===== src/rtl/iprl_pkg.sv =====
// Shared types and constants for the IPv4 route lookup block.
// No dependencies; used by iprl_cell and ipv4_route_lookup_forward_top.
`default_nettype none

package iprl_pkg;

    // Default number of table slots
    localparam int unsigned TABLE_SIZE_DEF = 16;

    // Field widths fixed by the item format
    localparam int unsigned ADDR_W  = 32;
    localparam int unsigned IDX_W   = 4;
    localparam int unsigned IFACE_W = 4;
    localparam int unsigned TTL_W   = 8;
    localparam int unsigned VERD_W  = 2;

    // Item actions
    localparam logic ACT_WRITE   = 1'b0;
    localparam logic ACT_FORWARD = 1'b1;

    // Verdict codes
    localparam logic [VERD_W-1:0] V_FORWARD = 2'd0;
    localparam logic [VERD_W-1:0] V_EXPIRED = 2'd1;
    localparam logic [VERD_W-1:0] V_NOROUTE = 2'd2;
    localparam logic [VERD_W-1:0] V_WRITTEN = 2'd3;

    // Control states of the top level
    typedef enum logic {
        ST_IDLE,
        ST_SEARCH
    } state_t;

    // Table write broadcast to every cell
    typedef struct packed {
        logic               valid;
        logic [ADDR_W-1:0]  dest;
        logic [ADDR_W-1:0]  mask;
        logic [ADDR_W-1:0]  gateway;
        logic [IFACE_W-1:0] iface;
    } wr_t;

    // Search record handed from cell to cell
    typedef struct packed {
        logic               active;
        logic [ADDR_W-1:0]  dst;
        logic [ADDR_W-1:0]  best_mask;
        logic [IDX_W-1:0]   best_idx;
        logic [ADDR_W-1:0]  best_gw;
        logic [IFACE_W-1:0] best_iface;
        logic               dflt_found;
        logic [IDX_W-1:0]   dflt_idx;
        logic [ADDR_W-1:0]  dflt_gw;
        logic [IFACE_W-1:0] dflt_iface;
    } chain_t;

endpackage

`default_nettype wire


===== src/rtl/iprl_cell.sv =====
// One routing table slot plus one stage of the search chain.
// Depends on iprl_pkg for the write and search record types.
`default_nettype none

module iprl_cell #(
    parameter int unsigned CELL_ID = 0
) (
    input  wire logic            clk,
    input  wire logic            rst_n,
    input  wire logic            wr_en,
    input  wire iprl_pkg::wr_t   wr,
    input  wire iprl_pkg::chain_t chain_in,
    output iprl_pkg::chain_t     chain_out
);

    import iprl_pkg::*;

    localparam logic [IDX_W-1:0] ID_BITS = IDX_W'(CELL_ID);

    logic               valid_reg;
    logic [ADDR_W-1:0]  dest_reg;
    logic [ADDR_W-1:0]  mask_reg;
    logic [ADDR_W-1:0]  gw_reg;
    logic [IFACE_W-1:0] iface_reg;

    logic               active_reg;
    chain_t             data_reg;
    chain_t             data_next;
    logic               match;
    logic               take_best;
    logic               take_dflt;

    // Store the slot valid bit
    always_ff @(posedge clk or negedge rst_n)
    begin
        if (!rst_n)
        begin
            valid_reg <= 1'b0;
        end
        else if (wr_en)
        begin
            valid_reg <= wr.valid;
        end
    end

    // Store the slot payload
    always_ff @(posedge clk)
    begin
        if (wr_en)
        begin
            dest_reg  <= wr.dest;
            mask_reg  <= wr.mask;
            gw_reg    <= wr.gateway;
            iface_reg <= wr.iface;
        end
    end

    // Compare this slot against the record passing through
    assign match     = valid_reg && ((chain_in.dst & mask_reg) == (dest_reg & mask_reg));
    assign take_best = match && (mask_reg > chain_in.best_mask);
    assign take_dflt = valid_reg && (dest_reg == '0) && !chain_in.dflt_found;

    // Update the best and default candidates
    always_comb
    begin
        data_next = chain_in;
        if (take_best)
        begin
            data_next.best_mask  = mask_reg;
            data_next.best_idx   = ID_BITS;
            data_next.best_gw    = gw_reg;
            data_next.best_iface = iface_reg;
        end
        if (take_dflt)
        begin
            data_next.dflt_found = 1'b1;
            data_next.dflt_idx   = ID_BITS;
            data_next.dflt_gw    = gw_reg;
            data_next.dflt_iface = iface_reg;
        end
    end

    // Advance the token
    always_ff @(posedge clk or negedge rst_n)
    begin
        if (!rst_n)
        begin
            active_reg <= 1'b0;
        end
        else
        begin
            active_reg <= chain_in.active;
        end
    end

    // Advance the record payload
    always_ff @(posedge clk)
    begin
        data_reg <= data_next;
    end

    always_comb
    begin
        chain_out        = data_reg;
        chain_out.active = active_reg;
    end

endmodule

`default_nettype wire


===== src/rtl/ipv4_route_lookup_forward_top.sv =====
// IPv4 longest prefix match lookup: write items give their result on the next cycle.
// A forward item with live TTL walks one cell per cycle through the cell chain to the result
// registers; busy holds off further items until the search record leaves the chain.
// Expired TTL and write items are answered in the next cycle; busy stays low for them.
// Reset clears all slot valid bits and the control state; the receiver cannot stall.
// Depends on iprl_pkg and iprl_cell.
`default_nettype none

module ipv4_route_lookup_forward_top #(
    parameter int unsigned TABLE_SIZE = iprl_pkg::TABLE_SIZE_DEF
) (
    input  wire logic                          clk,
    input  wire logic                          rst_n,
    input  wire logic                          start,
    output logic                               busy,
    input  wire logic                          action,
    input  wire logic [iprl_pkg::IDX_W-1:0]    entry_index,
    input  wire logic                          entry_valid,
    input  wire logic [iprl_pkg::ADDR_W-1:0]   route_dest,
    input  wire logic [iprl_pkg::ADDR_W-1:0]   route_mask,
    input  wire logic [iprl_pkg::ADDR_W-1:0]   route_gateway,
    input  wire logic [iprl_pkg::IFACE_W-1:0]  route_iface,
    input  wire logic [iprl_pkg::ADDR_W-1:0]   dest_addr,
    input  wire logic [iprl_pkg::TTL_W-1:0]    ttl_in,
    output logic                               done,
    output logic [iprl_pkg::VERD_W-1:0]        verdict,
    output logic [iprl_pkg::ADDR_W-1:0]        next_hop,
    output logic [iprl_pkg::IFACE_W-1:0]       out_iface,
    output logic [iprl_pkg::TTL_W-1:0]         ttl_out,
    output logic [iprl_pkg::IDX_W-1:0]         hit_index
);

    import iprl_pkg::*;

    state_t              state_reg;
    state_t              state_next;

    logic                take;
    logic                write_go;
    logic                expire_go;
    logic                lookup_go;

    wr_t                 wr;
    logic [TABLE_SIZE-1:0] wr_en;
    chain_t              chain [0:TABLE_SIZE];
    chain_t              tail;
    logic [TABLE_SIZE-1:0] token_vec;

    logic [TTL_W-1:0]    ttl_reg;
    logic [TTL_W-1:0]    ttl_dec;

    logic                done_reg;
    logic                done_next;
    logic [VERD_W-1:0]   verdict_reg;
    logic [VERD_W-1:0]   verdict_next;
    logic [ADDR_W-1:0]   next_hop_reg;
    logic [ADDR_W-1:0]   next_hop_next;
    logic [IFACE_W-1:0]  iface_reg;
    logic [IFACE_W-1:0]  iface_next;
    logic [TTL_W-1:0]    ttl_out_reg;
    logic [TTL_W-1:0]    ttl_out_next;
    logic [IDX_W-1:0]    hit_reg;
    logic [IDX_W-1:0]    hit_next;
    logic [ADDR_W-1:0]   sel_gw;

    // Decode the incoming transfer
    assign take      = start && !busy;
    assign write_go  = take && (action == ACT_WRITE);
    assign expire_go = take && (action == ACT_FORWARD) && (ttl_in <= TTL_W'(1));
    assign lookup_go = take && (action == ACT_FORWARD) && (ttl_in > TTL_W'(1));
    assign ttl_dec   = ttl_in - TTL_W'(1);

    // Broadcast the table write
    always_comb
    begin
        wr.valid   = entry_valid;
        wr.dest    = route_dest;
        wr.mask    = route_mask;
        wr.gateway = route_gateway;
        wr.iface   = route_iface;
    end

    // Seed the search record at the head of the chain
    always_comb
    begin
        chain[0]            = '0;
        chain[0].active     = lookup_go;
        chain[0].dst        = dest_addr;
    end

    // Build the chain of slot cells
    genvar gi;
    generate
        for (gi = 0; gi < TABLE_SIZE; gi++)
        begin : g_cell
            assign wr_en[gi]     = write_go && (32'(entry_index) == 32'(gi));
            assign token_vec[gi] = chain[gi+1].active;

            iprl_cell #(
                .CELL_ID (gi)
            ) u_cell (
                .clk       (clk),
                .rst_n     (rst_n),
                .wr_en     (wr_en[gi]),
                .wr        (wr),
                .chain_in  (chain[gi]),
                .chain_out (chain[gi+1])
            );
        end
    endgenerate

    assign tail = chain[TABLE_SIZE];

    // Hold the decremented TTL for the lookup in flight
    always_ff @(posedge clk)
    begin
        if (lookup_go)
        begin
            ttl_reg <= ttl_dec;
        end
    end

    // Next state
    always_comb
    begin
        state_next = state_reg;
        case (state_reg)
            ST_IDLE:
            begin
                if (lookup_go)
                begin
                    state_next = ST_SEARCH;
                end
            end
            ST_SEARCH:
            begin
                if (tail.active)
                begin
                    state_next = ST_IDLE;
                end
            end
            default:
            begin
                state_next = ST_IDLE;
            end
        endcase
    end

    // State outputs
    always_comb
    begin
        case (state_reg)
            ST_SEARCH: busy = 1'b1;
            default:   busy = 1'b0;
        endcase
    end

    always_ff @(posedge clk or negedge rst_n)
    begin
        if (!rst_n)
        begin
            state_reg <= ST_IDLE;
        end
        else
        begin
            state_reg <= state_next;
        end
    end

    // Form the result
    always_comb
    begin
        done_next     = 1'b0;
        verdict_next  = V_FORWARD;
        next_hop_next = '0;
        iface_next    = '0;
        ttl_out_next  = '0;
        hit_next      = '0;
        sel_gw        = '0;
        if (write_go)
        begin
            done_next    = 1'b1;
            verdict_next = V_WRITTEN;
            hit_next     = entry_index;
        end
        else if (expire_go)
        begin
            done_next    = 1'b1;
            verdict_next = V_EXPIRED;
        end
        else if (tail.active)
        begin
            done_next    = 1'b1;
            ttl_out_next = ttl_reg;
            if (tail.best_mask != '0)
            begin
                sel_gw     = tail.best_gw;
                iface_next = tail.best_iface;
                hit_next   = tail.best_idx;
            end
            else if (tail.dflt_found)
            begin
                sel_gw     = tail.dflt_gw;
                iface_next = tail.dflt_iface;
                hit_next   = tail.dflt_idx;
            end
            else
            begin
                verdict_next = V_NOROUTE;
            end
            if (verdict_next == V_FORWARD)
            begin
                next_hop_next = (sel_gw != '0) ? sel_gw : tail.dst;
            end
        end
    end

    // Drive the result strobe
    always_ff @(posedge clk or negedge rst_n)
    begin
        if (!rst_n)
        begin
            done_reg <= 1'b0;
        end
        else
        begin
            done_reg <= done_next;
        end
    end

    // Register the result payload
    always_ff @(posedge clk)
    begin
        verdict_reg  <= verdict_next;
        next_hop_reg <= next_hop_next;
        iface_reg    <= iface_next;
        ttl_out_reg  <= ttl_out_next;
        hit_reg      <= hit_next;
    end

    assign done      = done_reg;
    assign verdict   = verdict_reg;
    assign next_hop  = next_hop_reg;
    assign out_iface = iface_reg;
    assign ttl_out   = ttl_out_reg;
    assign hit_index = hit_reg;

    // At most one search token travels the chain
    a_one_token: assert property (@(posedge clk) disable iff (!rst_n)
        $onehot0(token_vec))
        else $error("more than one search token in the chain");

    // A token only travels while the block is searching
    a_token_in_search: assert property (@(posedge clk) disable iff (!rst_n)
        (token_vec != '0) |-> (state_reg == ST_SEARCH))
        else $error("search token outside the search state");

    // The token leaving the chain yields a result strobe
    a_tail_done: assert property (@(posedge clk) disable iff (!rst_n)
        tail.active |=> done_reg)
        else $error("lookup finished without a result");

    // A taken lookup holds off new items
    a_lookup_busy: assert property (@(posedge clk) disable iff (!rst_n)
        lookup_go |=> busy)
        else $error("busy not raised after a lookup transfer");

    // A forwarded packet always leaves with a live TTL
    a_fwd_ttl: assert property (@(posedge clk) disable iff (!rst_n)
        (done_reg && (verdict_reg == V_FORWARD)) |-> (ttl_out_reg != '0))
        else $error("forward verdict with zero TTL");

endmodule

`default_nettype wire

===== config.mk =====
export PLATFORM = sky130hd
export DESIGN_NAME = ipv4_route_lookup_forward_top
export DESIGN_NICKNAME = d
export VERILOG_FILES = /design/src/rtl/iprl_pkg.sv /design/src/rtl/iprl_cell.sv /design/src/rtl/ipv4_route_lookup_forward_top.sv
export SDC_FILE = /design/constraint.sdc
export NUM_CORES = 2
export LEC_CHECK = 0
export BUFFER_PORTS_ARGS = -buffer_cell sky130_fd_sc_hd__buf_2
export CAP_MARGIN = 20
export CORE_MARGIN = 3
export CORE_UTILIZATION = 54
export DETAILED_ROUTE_END_ITERATION = 10
export PLACE_DENSITY = 0.73
export SLEW_MARGIN = 20
export SYNTH_ARGS = -nofsm -noshare
export SYNTH_HDL_FRONTEND = slang
export SYNTH_SLANG_ARGS = --single-unit

===== constraint.sdc =====
create_clock -name clk -period 9.3 [get_ports clk]
set_input_delay 1.395 -clock clk [delete_from_list [all_inputs] [get_ports clk]]
set_output_delay 1.395 -clock clk [all_outputs]
set_load 0.005 [all_outputs]

==> out/metrics.yaml <==
status: "complete, no violations"
final_hold_viol_count: 0
cp_num_buf_inv: 3
fmax_mhz: 226
gr-usage-met1: 0.385
slew_headroom: 0.127
clk_pin_slew_ns: 0.06
synth_edf_count: 1608
crit_chain: "buf_2 -> nand2_1 -> nor2_1 -> nand3_1 -> nor3_4 -> buf_4 -> buf_4 -> mux2_2"
finalSetupViolCount: 0
cp.arrival_ns: 5.27
die_area_um2: 263000
post-route-min-period_ns: 4.43
grt_remaining_overflow: 0
ctsResizeCount: 0
start_util: 0.545
dr.first_iter.drc_count: 8239
crit_path_end_kind: "register"
root_buffer: "clkbuf_16"
synth_flop_cell: "dfxtp_1"
antenna_left: 0
top_usage_layer: "met2"
ys_seq_area_frac: 0.691
dpl.hpwl_um: 277000
synth.net_count: 9547
final_core_util: 0.617
cp.required_ns: 10.14
synth_async_sr_flop_share: 0.00854
fillers: 18500
core_um2: 255000
grt_util_met2: 0.469
min_from: "g_cell[11].u_cell.active_reg"
final_common_cell: "dfxtp_1"
synth_area_leaders: "edfxtp_1, dfxtp_1, mux2_2"
finalCritPeriodShare: 0.476
clkLatencyLatePin_ns: 0.99
worst_slew_pin_slew_ns: 1.31
critical_path_class: "input pin to register"
drv_slew: 0
synth-seq-cells: 3982
cp_top_family: "simple AND/OR/NAND/NOR gates"
peakVddDrop_mv: 0.202
hold_buffers: 0
critPathMostFrequentCell: "buf_4"
synth_top_area_share: 0.348
tns_ns: 0
die_w_um: 513
avgSynthCellArea_um2: 15.6
worstReg2RegStart: "g_cell[1].u_cell.chain_out[107]"
syn-cell-area_um2: 139000
crit_start: "start"
die_y_um: 513
synth_cells: 8916
firstDrtPassIters: 6
grt_pass1_wl_um: 551000
antenna_found_initial: 57
holdCritPathClass: "register to register"
final_layout_size_suffix_gt1_frac: 0.260
drt_wl_total_um: 393000
critPathMaxFanout: 70
finClkSkew_ns: 0.0693
vias: 75800
io_pins: 201
cts_tree: "built"
met3_usage: 0.0474
place_congestion: 0.953
grt_pass1_vias: 75800
clock_sinks: 3982
port_buffers: 200
rows: 185
via_per_inst: 5.77
leakage_nw: 60.0
yosys_warnings: 0
area_growth_syn_to_layout_pct: 13.2
cp_slowest_cell: "buf_4"
post_cts.repair.setup_buffers: 0
p_per_area_nw_per_um2: 222
seq_area_um2: 96000
cts.path.max_buffers: 4
synth_area_leader_cell: "edfxtp_1"
cts_buffers: 394
largest_register_ffs: 2290
multiInputGateArea_um2: 40200
final_cell_mix: "dfxtp_1, edfxtp_1, mux2_2, xor2_1, inv_1"
critPathLaunchType: "input pin"
grt_max_degree: 79
drc_errors: 0
slowest_delay_ns: 0.89
max_cap_viol_count: 0
htreeDepth: 5
avgRoutedWirePerCell_um: 29.9
globalRouteTotalUtil: 0.293
rsz0062_at_grt: "no"
synthDistinctLibCells: 68
nets: 10000
==> worst reg2reg max path: stages, from the launching register on <==
cell and delay [ns]:
dfxtp_1 0.49, inv_1 0.09, ha_1 0.31, nand4_1 0.12
nor4_1 0.77, o311ai_0 0.32, and4_1 0.31, nor2_4 0.54
buf_4 0.75, mux2_2 0.54
==> power by group <==
part	switching, W	total [W]	internal (W)
Combinational	0.000445	0.000538	0.0000933
Clock	0.00650	0.0159	0.00941
Sequential	0.000132	0.0184	0.0183
==> synthesized netlist by cell type (10+ instances only) <==
master,count
dfxtp_1,2340
edfxtp_1,1608
mux2_2,1260
xor2_1,516
inv_1,488
ha_1,482
mux2_4,264
a21oi_1,209
nand4_1,182
nor4_1,161
a22oi_1,156
and2_1,110
clkbuf_1,102
nand2_1,99
nand3_1,74
nor2_1,68
or2_2,63
buf_2,53
mux2_1,51
nor2b_1,48
a21o_1,47
and3_1,44
a221oi_1,43
o21ai_0,38
a22o_1,34
dfrtp_1,34
and4_1,33
o2bb2ai_1,32
nor3_1,31
buf_6,28
a222oi_1,16
or4_1,16
a211oi_1,15
buf_1,15
nand2b_1,15
nor4b_1,15
o211ai_1,15
a21boi_0,14
a31oi_1,10
==> cell families (layout without fill, tap and decap cells) <==
family	count (synthesis)	count (layout)	synth area share
muxes	1579	1579	0.135
and+or+nand+nor	982	982	0.0418
adders and majority gates	482	482	0.0434
other	0	50	0
AOI/OAI and AO/OA	680	680	0.0347
xor gates and xnor gates	518	518	0.0327
buffers and inverters	693	1492	0.0209
DFF	3982	3982	0.691
==> final cells by class <==
class,count,share of cell area
diodes,50,0.000796
inverters,488,0.0117
clock inverters,138,0.00921
flip-flops and latches,3982,0.611
clock buffers,579,0.0744
multi-input cells,4241,0.256
well taps,3366,0.0268
repair buffers,287,0.0106
==> stage by stage <==
stage | setup WS (ns) | total power, W | instances | area [um2] | hold WS (ns)
finish | 4.87 | 0.0348 | 13100 | 157000 | 0.341
global route | 4.72 | 0.0357 | 13100 | 157000 | 0.348
CTS | 4.94 | 0.0350 | 13100 | 157000 | 0.342
detailed placement | 3.96 | 0.0193 | 12400 | 144000 | 0.339
global placement | 3.96 | 0.0193 | 12400 | 144000 | 0.337
floorplan | 2.17 | 0.0188 | 8916 | 139000 | 0.331
==> per-layer routing <==
metal  vias to the layer above  wire length [um]
li1                      33500                 -
met4                         8             23300
met1                     37400            156000
met5                         -                59
met2                      3762            182000
met3                      1066             31000
==> final timing paths <==
path	endpoint	slack, ns	depth (start not counted)
worst max-delay path	g_cell[3].u_cell.valid_reg	4.87	8
worst min-delay path	g_cell[12].u_cell.active_reg	0.34	0
worst max register to register	g_cell[2].u_cell.chain_out[66]	4.95	9
worst min register to register	g_cell[12].u_cell.active_reg	0.34	0
max in group asynchronous	g_cell[1].u_cell.valid_reg	7.95	2
min in group asynchronous	g_cell[14].u_cell.valid_reg	0.67	2
Note: power is estimated with default switching activity, not from simulation.
